File: config.mk
export PLATFORM = sky130hd
export DESIGN_NAME = keypad_matrix_scanner
export DESIGN_NICKNAME = d
export VERILOG_FILES = /design/src/design/kms_pkg.sv /design/src/design/kms_change_walker.sv /design/src/design/keypad_matrix_scanner.sv
export SDC_FILE = /design/constraint.sdc
export NUM_CORES = 1
export LEC_CHECK = 0
export ABC_CLOCK_PERIOD_IN_PS = 5200
export BUFFER_PORTS_ARGS = -buffer_cell sky130_fd_sc_hd__buf_4
export CAP_MARGIN = 20
export CORE_MARGIN = 1
export CORE_UTILIZATION = 55
export CTS_BUF_LIST = sky130_fd_sc_hd__clkbuf_16
export DETAILED_ROUTE_END_ITERATION = 8
export GPL_TIMING_DRIVEN = 0
export HOLD_SLACK_MARGIN = 0.03
export PLACE_DENSITY_LB_ADDON = 0.25
export SLEW_MARGIN = 15
export SYNTH_ARGS = -nofsm -noshare
export SYNTH_HDL_FRONTEND = slang
export SYNTH_HIERARCHICAL = 1
export SYNTH_SLANG_ARGS = --single-unit
File: constraint.sdc
create_clock -name clk -period 5.2 [get_ports clk]
set_input_delay 0.52 -clock clk [delete_from_list [all_inputs] [get_ports clk]]
set_output_delay 0.52 -clock clk [all_outputs]
set_load 0.005 [all_outputs]
File: src/design/kms_pkg.sv
// kms_pkg: payload structs, opcodes, result kinds and scan modes for the
// keypad matrix scanner. No dependencies.
package kms_pkg;

  typedef struct packed {
    logic [1:0] opcode;
    logic [3:0] rows;
  } kms_in_t;

  typedef struct packed {
    logic [3:0] col_drive;
    logic [1:0] kind;
    logic [1:0] key_column;
    logic [1:0] key_row;
    logic       key_pressed;
    logic       last;
  } kms_out_t;

  // one key-change event offered by the change walker
  typedef struct packed {
    logic       valid;
    logic [1:0] column;
    logic [1:0] row;
    logic       pressed;
    logic       last;
  } kms_ev_t;

  localparam logic [1:0] OP_TICK       = 2'd0;
  localparam logic [1:0] OP_POWER_DOWN = 2'd1;
  localparam logic [1:0] OP_WAKE_UP    = 2'd2;

  localparam logic [1:0] KIND_STATUS  = 2'd0;
  localparam logic [1:0] KIND_CHANGE  = 2'd1;
  localparam logic [1:0] KIND_WAKE    = 2'd2;
  localparam logic [1:0] KIND_STANDBY = 2'd3;

  localparam logic [15:0] INTERVAL_RESET = 16'd50;
  localparam logic [4:0]  MAX_EVENTS     = 5'd16;

  typedef enum logic [3:0] {
    M_SAMPLE  = 4'b0001,
    M_PARK    = 4'b0010,
    M_WATCH   = 4'b0100,
    M_DORMANT = 4'b1000
  } kms_mode_t;

  function automatic logic [2:0] popcount4(input logic [3:0] v);
    popcount4 = {2'b00, v[0]} + {2'b00, v[1]} + {2'b00, v[2]} + {2'b00, v[3]};
  endfunction

endpackage

File: src/design/kms_change_walker.sv
// kms_change_walker: steps through the key matrix one key per cycle, pausing
// on a changed key until the output slot is free, and offers each changed key as an event. Depends on kms_pkg.
module kms_change_walker import kms_pkg::*; #(
  parameter int COLUMNS = 4,
  parameter int ROWS    = 4
) (
  input  logic                    clk,
  input  logic                    rst,
  input  logic                    start,
  input  logic [4:0]              total,
  input  logic [COLUMNS-1:0][3:0] diff,
  input  logic [COLUMNS-1:0][3:0] snap,
  input  logic                    slot_free,
  output kms_ev_t                 ev,
  output logic                    busy
);

  localparam int CIW = (COLUMNS > 1) ? $clog2(COLUMNS) : 1;
  localparam int RB  = (ROWS < 4) ? ROWS : 4;  // rows input is four bits
  localparam logic [1:0] LAST_ROW = 2'(RB - 1);

  logic [CIW-1:0] wc;
  logic [1:0]     wr;
  logic [4:0]     emitted;
  logic [4:0]     total_q;  // event count of this walk, held from start
  logic           hit;
  logic           step;
  logic           take;

  assign hit  = diff[wc][wr];
  assign take = busy && hit && slot_free;
  assign step = busy && (!hit || slot_free);

  always_comb begin
    ev.valid   = busy && hit;
    ev.column  = 2'(wc);
    ev.row     = wr;
    ev.pressed = snap[wc][wr];
    ev.last    = ((emitted + 5'd1) == total_q);
  end

  always_ff @(posedge clk) begin
    if (rst) begin
      busy    <= 1'b0;
      wc      <= '0;
      wr      <= '0;
      emitted <= '0;
      total_q <= '0;
    end else if (start) begin
      busy    <= 1'b1;
      wc      <= '0;
      wr      <= '0;
      emitted <= '0;
      total_q <= total;
    end else begin
      if (take) begin
        emitted <= emitted + 5'd1;
        if (ev.last) busy <= 1'b0;
      end
      if (step) begin
        if (wr == LAST_ROW) begin
          wr <= '0;
          wc <= wc + CIW'(1);
        end else begin
          wr <= wr + 2'd1;
        end
      end
    end
  end

endmodule

File: src/design/keypad_matrix_scanner.sv
// keypad_matrix_scanner: top level of the key matrix scanner.
// Depends on kms_pkg and kms_change_walker.
//
// Usage:
//  - Input channel (in_valid/in_ready/in_data): one transfer per tick with
//    a row sample, or a power-down / wake-up command.
//  - Output channel (out_valid/out_ready/out_data): every input gives one
//    or more results; the final one of an input carries last.
//  - Config channel (cfg_valid/cfg_ready/cfg_data): scan interval in ticks,
//    always ready; write it only while the block is idle.
// Timing: an ordinary input lands in the output register in the cycle
// after its transfer. The input transfer that samples the last column
// starts the change walker if the scan found changes; the walker visits
// one key per cycle, pausing on a changed key until the output slot is
// free, and the block takes no input until the walk's last event is out.
// Otherwise an input is taken each cycle the output slot is free.
// Reset: sampling mode at column 0, awake, key map all released, interval
// 50. A stalled receiver holds the output register and, through it, input.
module keypad_matrix_scanner import kms_pkg::*; #(
  parameter int COLUMNS = 4,
  parameter int ROWS    = 4
) (
  input  logic     clk,
  input  logic     rst,
  input  logic     in_valid,
  output logic     in_ready,
  input  kms_in_t  in_data,
  output logic     out_valid,
  input  logic     out_ready,
  output kms_out_t out_data,
  input  logic     cfg_valid,
  output logic     cfg_ready,
  input  logic [15:0] cfg_data
);

  localparam int CIW = (COLUMNS > 1) ? $clog2(COLUMNS) : 1;
  localparam logic [CIW-1:0] LAST_COL = CIW'(COLUMNS - 1);
  localparam int ALL_COLS_I = ((1 << COLUMNS) - 1) & 15;
  localparam int ROW_MASK_I = ((1 << ROWS) - 1) & 15;
  localparam logic [3:0] ALL_COLS = 4'(ALL_COLS_I);
  localparam logic [3:0] ROW_MASK = 4'(ROW_MASK_I);

  // scan state
  kms_mode_t      mode, mode_next;
  logic [CIW-1:0] col, col_next;
  logic           awake, awake_next;
  logic [15:0]    interval_count, interval_count_next;
  logic [15:0]    scan_interval_ticks;

  // per-column row snapshot, its difference to the key map, and the map
  logic [COLUMNS-1:0][3:0] snap;
  logic [COLUMNS-1:0][3:0] diff;
  logic [COLUMNS-1:0][3:0] previous_keys;

  // running summaries of the scan in progress
  logic       any_acc, any_next;
  logic [5:0] cnt_acc, cnt_next;
  logic [4:0] total;

  logic       accept;
  logic       slot_free;
  logic       scan_end;
  logic       walk_start;
  logic       walk_busy;
  logic [3:0] rows_m;
  logic [3:0] diff_col;
  logic [1:0] kind;
  kms_ev_t    ev;

  function automatic logic [3:0] drive(input kms_mode_t m, input logic [CIW-1:0] c);
    case (m)
      M_SAMPLE: drive = 4'(8'(1) << c);
      M_PARK:   drive = 4'b0000;
      default:  drive = ALL_COLS;
    endcase
  endfunction

  assign slot_free = !out_valid || out_ready;
  assign in_ready  = !walk_busy && slot_free;
  assign accept    = in_valid && in_ready;
  assign cfg_ready = 1'b1;

  assign rows_m   = in_data.rows & ROW_MASK;
  assign diff_col = rows_m ^ previous_keys[col];
  assign any_next = (col == '0) ? (rows_m != 4'd0) : (any_acc || (rows_m != 4'd0));
  assign cnt_next = ((col == '0) ? 6'd0 : cnt_acc) + 6'(popcount4(diff_col));
  assign total    = (cnt_next > 6'd16) ? MAX_EVENTS : cnt_next[4:0];

  // next scan state for the accepted input
  always_comb begin
    mode_next           = mode;
    col_next            = col;
    awake_next          = awake;
    interval_count_next = interval_count;
    kind                = KIND_STATUS;
    scan_end            = 1'b0;
    if (accept) begin
      case (in_data.opcode)
        OP_TICK: begin
          case (mode)
            M_SAMPLE: begin
              if (col == LAST_COL) begin
                scan_end = 1'b1;
                if (any_next) begin
                  mode_next           = M_PARK;
                  interval_count_next = scan_interval_ticks;
                end else begin
                  mode_next = M_WATCH;
                end
              end else begin
                col_next = col + CIW'(1);
              end
            end
            M_PARK: begin
              // an interval of zero behaves like one
              if (interval_count <= 16'd1) begin
                interval_count_next = 16'd0;
                mode_next           = M_SAMPLE;
                col_next            = '0;
              end else begin
                interval_count_next = interval_count - 16'd1;
              end
            end
            M_WATCH: begin
              if (in_data.rows != 4'd0) begin
                if (awake) begin
                  mode_next = M_SAMPLE;
                  col_next  = '0;
                end else begin
                  mode_next = M_DORMANT;
                  kind      = KIND_WAKE;
                end
              end
            end
            default: ;
          endcase
        end
        OP_POWER_DOWN: begin
          awake_next = 1'b0;
          if (mode == M_WATCH || mode == M_DORMANT) kind = KIND_STANDBY;
        end
        OP_WAKE_UP: begin
          if (!awake) begin
            awake_next = 1'b1;
            mode_next  = M_SAMPLE;
            col_next   = '0;
          end
        end
        default: ;
      endcase
    end
  end

  // a scan end with changes hands over to the walker; else one result now
  assign walk_start = scan_end && (total != 5'd0);

  kms_change_walker #(
    .COLUMNS(COLUMNS),
    .ROWS   (ROWS)
  ) u_walker (
    .clk      (clk),
    .rst      (rst),
    .start    (walk_start),
    .total    (total),
    .diff     (diff),
    .snap     (snap),
    .slot_free(slot_free),
    .ev       (ev),
    .busy     (walk_busy)
  );

  always_ff @(posedge clk) begin
    if (rst) begin
      mode                <= M_SAMPLE;
      col                 <= '0;
      awake               <= 1'b1;
      interval_count      <= 16'd0;
      scan_interval_ticks <= INTERVAL_RESET;
      previous_keys       <= '0;
      out_valid           <= 1'b0;
    end else begin
      mode           <= mode_next;
      col            <= col_next;
      awake          <= awake_next;
      interval_count <= interval_count_next;
      if (cfg_valid && cfg_ready) scan_interval_ticks <= cfg_data;

      // key map takes the full snapshot at scan end
      if (scan_end) begin
        for (int c = 0; c < COLUMNS; c++) begin
          if (CIW'(c) == col) previous_keys[c] <= rows_m;
          else                previous_keys[c] <= snap[c] & ROW_MASK;
        end
      end

      if (accept && !walk_start) out_valid <= 1'b1;
      else if (ev.valid && slot_free) out_valid <= 1'b1;
      else if (out_ready) out_valid <= 1'b0;
    end
  end

  // payload registers
  always_ff @(posedge clk) begin
    if (accept && in_data.opcode == OP_TICK && mode == M_SAMPLE) begin
      snap[col] <= in_data.rows;
      diff[col] <= diff_col;
      any_acc   <= any_next;
      cnt_acc   <= cnt_next;
    end
    if (accept && !walk_start) begin
      out_data.col_drive   <= drive(mode_next, col_next);
      out_data.kind        <= kind;
      out_data.key_column  <= 2'd0;
      out_data.key_row     <= 2'd0;
      out_data.key_pressed <= 1'b0;
      out_data.last        <= 1'b1;
    end else if (ev.valid && slot_free) begin
      out_data.col_drive   <= drive(mode, col);
      out_data.kind        <= KIND_CHANGE;
      out_data.key_column  <= ev.column;
      out_data.key_row     <= ev.row;
      out_data.key_pressed <= ev.pressed;
      out_data.last        <= ev.last;
    end
  end

endmodule

==> Yosys cells after proc, flatten, opt, wreduce, memory -nomap -nowiden <==
Index checks and enable logic that the tools add are counted.
{ "classes": {"addsub": 9, "n_lt_le_gt_ge": 6, "eq_ne": 16, "shifts": 2, "muxes": 64, "bitwise_logic": 1, "reduce_logical": 33} }
{ "ops": {"columns": ["operator", "count"], "rows": [
  ["$mux 4", 14],
  ["$mux 16", 3],
  ["$bwmux 16", 2],
  ["$pmux 16 s2", 1],
  ["$bmux 4 s2", 3],
  ["$mux 12", 2],
  ["$mux 2", 12],
  ["$pmux 4 s2", 3],
  ["$le 16x1->1 const B", 1],
  ["$sub 16x1->16 const B", 1],
  ["$mux 1", 13],
  ["$pmux 4 s3", 1],
  ["$logic_and 1x1->1", 10],
  ["$reduce_bool 2->1", 5],
  ["$lt 2x3->1 const B", 3],
  ["$demux 4 s2", 1],
  ["$eq 4x1->1 const B", 2],
  ["$eq 4x2->1 const B", 2],
  ["$pmux 2 s2", 2],
  ["$shl 1x2->4 const A", 2],
  ["$add 2x1->2 const B", 3],
  ["$add 6x3->6", 1],
  ["$eq 2x2->1 const B", 3],
  ["$gt 6x5->1 const B", 1],
  ["other kinds (28)", 40]
]} }
{ "word_totals": {"reg_bits": 122, "inputBits": 27, "output_inout_bits": 15, "word_cells": 162} }

==> Depth between registers and ports, before layout <==
{ "depth": {"ltp_word": 14, "ltp_mapped": 15, "depth_no_buf": 14} }

==> By module <==
The synthesis kept the hierarchy.
{ "by_module_without_submodules": {"columns": ["mod", "n_inst", "cells_per_inst", "area_each_um2", "seq_area_each_um2"], "rows": [
  ["keypad_matrix_scanner", 1, 508, 5012.3, 2592.5],
  ["kms_change_walker", 1, 117, 1138.6, 300.3]
]} }

==> Worst setup path after synthesis <==
OpenSTA, ideal clock, no wires.
{ "synth_timing": {"path_kind": "register -> register", "startpoint": "reg col[0]", "endpoint": "reg u_walker.wc[0]", "setup_ns": 0.101, "arrival_time_ns": 4.199, "required_time_ns": 5.099, "slack_ns": 0.900, "stages_incl_launch_ff": 16, "n_path_buf": 2, "period_less_slack_ns": 4.300, "cell_sequence": "dfxtp_1 buf_1 mux4_2 xor2_1 fa_1 fa_1 inv_1 fa_1 nor2_1 nand4_1 a21o_1 and2_1 clkbuf_1 nor2_1 o311ai_0 o41ai_1"} }
{ "synth_between": {"elab_chain_len": 12, "word_cells_on_any_way": 19, "cone_classes": "add/sub (4); order compare (1); eq/ne (1); mux (8); bitwise (1); reduce/logical (4)"} }
{ "synth_lines": {"columns": ["element", "line_no", "source"], "rows": [
  ["from (decl)", "keypad_matrix_scanner.sv:45", "logic [CIW-1:0] col, col_next;"],
  ["from (signal assigned)", "keypad_matrix_scanner.sv:183", "col <= col_next;"],
  ["$bmux 4 s2 (*)", "keypad_matrix_scanner.sv:84", "assign diff_col = rows_m ^ previous_keys[col];"],
  ["$mux 4 (implied by the code) (*)", "keypad_matrix_scanner.sv:84", null],
  ["$xor 4x4->4 (*)", "keypad_matrix_scanner.sv:84", null],
  ["via diff_col[0]", "keypad_matrix_scanner.sv:66", "logic [3:0] diff_col;"],
  ["$add 1x1->2 (*)", "kms_pkg.sv:48", "popcount4 = {2'b00, v[0]} + {2'b00, v[1]} + {2'b00, v[2]} + {2'b00, v[3]};"],
  ["$add 2x1->3 (*)", "kms_pkg.sv:48", null],
  ["$add 3x1->3 (*)", "kms_pkg.sv:48", null],
  ["$add 6x3->6 (*)", "keypad_matrix_scanner.sv:86", "assign cnt_next = ((col == '0) ? 6'd0 : cnt_acc) + 6'(popcount4(diff_col));"],
  ["$gt 6x5->1", "keypad_matrix_scanner.sv:87", "assign total = (cnt_next > 6'd16) ? MAX_EVENTS : cnt_next[4:0];"],
  ["$mux 5 (*)", "keypad_matrix_scanner.sv:87", null],
  ["$reduce_bool 5->1 (*)", "keypad_matrix_scanner.sv:155", "assign walk_start = scan_end && (total != 5'd0);"],
  ["$logic_and 1x1->1 (*)", "keypad_matrix_scanner.sv:155", null],
  ["via walk_start", "keypad_matrix_scanner.sv:63", "logic walk_start;"],
  ["$reduce_or 2->1 (no source line) (*)", null, null],
  ["to (signal assigned)", "kms_change_walker.sv:63", "wc <= wc + CIW'(1);"],
  ["to (decl)", "kms_change_walker.sv:22", "logic [CIW-1:0] wc;"]
]} }
The timed path passes the listed nets; every way through them passes the cells marked *. The select of a mux whose other input is x is not followed.
A chain may end at the register's enable or synchronous reset.

==> Final worst setup path <==
{ "layout_timing": {"startpoint": "reg col[1]", "endpoint": "reg u_walker.wc[0]"} }
Same word-level chain as after synthesis.

==> results.toml <==
[run_status]
outcome = "finished clean"

[global_route]
grt_pass1_vias = 4778
antenna_found_initial = 0
grt_pass1_wl_mm = 23.5
grt_max_degree = 18
track_usage_pct = 26.5
gr-total-overflow = 0

[drt]
vias = 5090
totalWireLength_mm = 14.5
drc = 0
drt-initial-drc-count = 455
drt_first_pass_iters = 6
wire_per_inst_um = 17.3
avgViaCountPerCell = 6.09
ant_nets = 0

[power]
switching_share_pct = 22.6
p_comb_share_pct = 5.8
p_switching_uw = 512
vdd_ir_drop_max_mv = 0.263
clock_power_share_pct = 49.4
power.internal_uw = 1760
powerDensity_nw_per_um2 = 316
seqPwrFrac_pct = 44.8
power_leakage_uw = 0.00268
p_total_uw = 2270

[place]
place_hpwl_mm = 10.1
port_buffers = 39
gp_congestion = 0.898

[finish]
layout_common_cells = "dfxtp_1, nand2_1, nor2_1, a21oi_1, edfxtp_1"
diodes = 0
syn2layout_area_growth_pct = 17.0
nets = 721
final_common_cell = "dfxtp_1"
fillerInstances = 862
drive_above_1_share_pct = 15.2
finish.utilization_pct = 66.1

[logic_synthesis]
synth.avg_cell_area_um2 = 9.84
synth_seq_cells = 122
synthDistinctLibCells = 75
seq_area_frac_synth_pct = 47.0
synthCells = 625
synth_warnings = 6
synthesis.area_um2 = 6150
synth_edf_count = 45
ys.flop_type = "dfxtp_1"
syn-num-nets = 663
synthArstFlopShare_pct = 0

[sta]
post-route-period-util_pct = 95.1
slew_headroom_pct = 40.6
finalCriticalPeriod_ns = 4.95
fmax_ghz = 0.202
final_hold_viol_count = 0
maxSlewViolCount = 0
rsz0062_at_grt = "false"
skew_ns = 0.00844
worstMarginPinSlew_ns = 0.887
setup_viol = 0

[floorplan]
die_x_um = 108
start_util_pct = 56.5
die_h_um = 108
dieArea_um2 = 11600
pin_count = 42
row_count = 38
core-area_um2 = 10900

[min_path]
hold_depth = 2
hold_class = "in2reg"

[critical_path]
setup.worst_path.class = "reg2reg"
critPathRequiredTime_ns = 5.51
worst_ep_arrival_time_ns = 5.25
end_kind = "register"
startpoint_type = "register"
r2r_cells = 15
worstPathMaxFanout = 10

[clocking]
htreeDepth = 4
holdBufCountCts = 0
cts_buffer_depth = 2
cts-root-buf = "clkbuf_16"
tritoncts = "built"
cts_sinks = 122
cts_buffers = 17
postCtsSetupBuffers = 0
clk_latency_ns = 0.42
worst_setup_hold_path_clk_slew_ns = 0.06

[job]
maxCapViolCount = 0
==> area by class of cell <==
type / instances / area, um2 / share of cell area [%]
Multi-Input combinational cell: 440 / 2950 / 41.0
Buffer: 38 / 230 / 3.20
Clock buffer: 17 / 425 / 5.91
Tap cell: 140 / 175 / 2.43
Clock inverter: 15 / 135 / 1.88
Inverter: 25 / 93.8 / 1.30
Timing Repair Buffer: 39 / 293 / 4.07
Sequential cell: 122 / 2890 / 40.2
==> cells in the mapped netlist, types with 3 or more instances <==
master    instances  area share [%]
a211o_1           6            0.85
nand2b_1          4            0.41
and2_1            4            0.41
nor3_1            9            0.73
nand3b_1          3            0.37
nor2_1           66             4.0
o31ai_1           4            0.49
xnor2_1           9             1.3
ha_1              8             1.6
a22o_1            7             1.0
a211oi_1          9             1.1
edfxtp_1         45              22
buf_2             7            0.57
nor4_1            7            0.71
mux4_1            4             1.7
xor2_1            9             1.3
buf_6             5            0.92
inv_1            25             1.5
a31oi_1           3            0.31
a22oi_1          13             1.6
or4_1             5            0.61
nand2_1          68             4.1
clkbuf_1         21             1.3
o21ai_0          24             2.0
fa_1              3            0.98
o41ai_1           4            0.57
a21oi_1          46             3.7
mux4_2            5             1.8
nor2b_1          13             1.3
dfxtp_1          77              25
nand4_1           3            0.31
mux2i_1          30             4.9
o211ai_1          9             1.1
nand3_1          16             1.3
or3_1             3            0.31
a21o_1            6            0.73
==> critical path: stages (launching register included) <==
cell	delay [ns]
dfxtp_1	0.43
buf_1	0.48
mux4_2	0.40
xor2_1	0.42
fa_1	0.54
fa_1	0.47
inv_1	0.10
fa_1	0.25
xnor2_1	0.20
nand3_1	0.14
a21o_1	0.21
and2_1	0.21
clkbuf_1	0.28
nor2_2	0.39
o311ai_0	0.21
o41ai_1	0.10
==> logic make-up (layout without fill, tap and decap cells) <==
logic type | Yosys count | after routing | share of synthesized area, %
multiplexers | 39 | 39 | 8.42
flip-flops | 122 | 122 | 47.0
other | 1 | 1 | 0.0610
XOR/XNOR | 18 | 18 | 2.56
buffers and inverters | 63 | 134 | 5.25
adder cells (fa/ha/maj) | 11 | 11 | 2.60
AO/OA/AOI/OAI | 152 | 152 | 16.9
AND/OR/NAND/NOR | 219 | 219 | 17.2
==> what timing repair did <==
action                                 4_1_cts  5_1_grt
endpoints found under the hold margin        0        0
resized for setup                            1        3
setup endpoints to repair                    5        5
==> metal layers <==
| metal | vias up | routed length [um] | track usage [%] |
|---|---|---|---|
| met5 | - | 0 | 0 |
| met4 | 0 | 222 | 9.00 |
| met3 | 24 | 1030 | 6.11 |
| met2 | 229 | 6710 | 41.8 |
| met1 | 2434 | 6490 | 35.9 |
| li1 | 2403 | - | - |
==> path summary, 6_finish.rpt <==
| kind | end | startpoint | slack (ns) |
|---|---|---|---|
| setup / recovery | u_walker/wc[0]$_SDFFE_PP0P_ | col[1]$_SDFF_PP0_ | 0.25 |
| hold / removal | scan_interval_ticks[4]$_SDFFE_PP1P_ | cfg_data[4] | 0.31 |
| setup reg to reg | u_walker/wc[0]$_SDFFE_PP0P_ | col[1]$_SDFF_PP0_ | 0.25 |
| hold reg to reg | previous_keys[11]$_SDFFE_PP0P_ | previous_keys[11]$_SDFFE_PP0P_ | 0.46 |
==> state kept, by name, indices dropped and copies added, names as in the netlist, 5 cells and up <==
name and cells:
cnt_acc 6, diff 16, interval_count 16, out_data 12
previous_keys 16, scan_interval_ticks 16, snap 16, u_walker/emitted 5
u_walker/total_q 5
==> per-stage QoR <==
stage,worst slack [ns],cell area [um2],hold slack [ns],cells,TNS [ns]
after floorplan,0.900,6150,0.430,625,0
after global placement,0.159,6620,0.441,804,0
after detailed placement,-0.106,6620,0.446,804,-0.301
after CTS,0.100,7190,0.301,836,0
after global routing,0.0196,7200,0.307,836,0
final,0.254,7200,0.313,836,0
==> power by group through the flow <==
| stage | sequential, uW | combinational (uW) | clock, uW |
|---|---|---|---|
| 2_1_floorplan | 1030 | 81.0 | 0 |
| 3_3_place_gp | 1040 | 124 | 0 |
| 3_5_place_dp | 1040 | 129 | 0 |
| 4_1_cts | 1020 | 130 | 1130 |
| 5_1_grt | 1020 | 143 | 1170 |
| 6_report | 1020 | 132 | 1120 |
(Power assumes the default switching activity.)
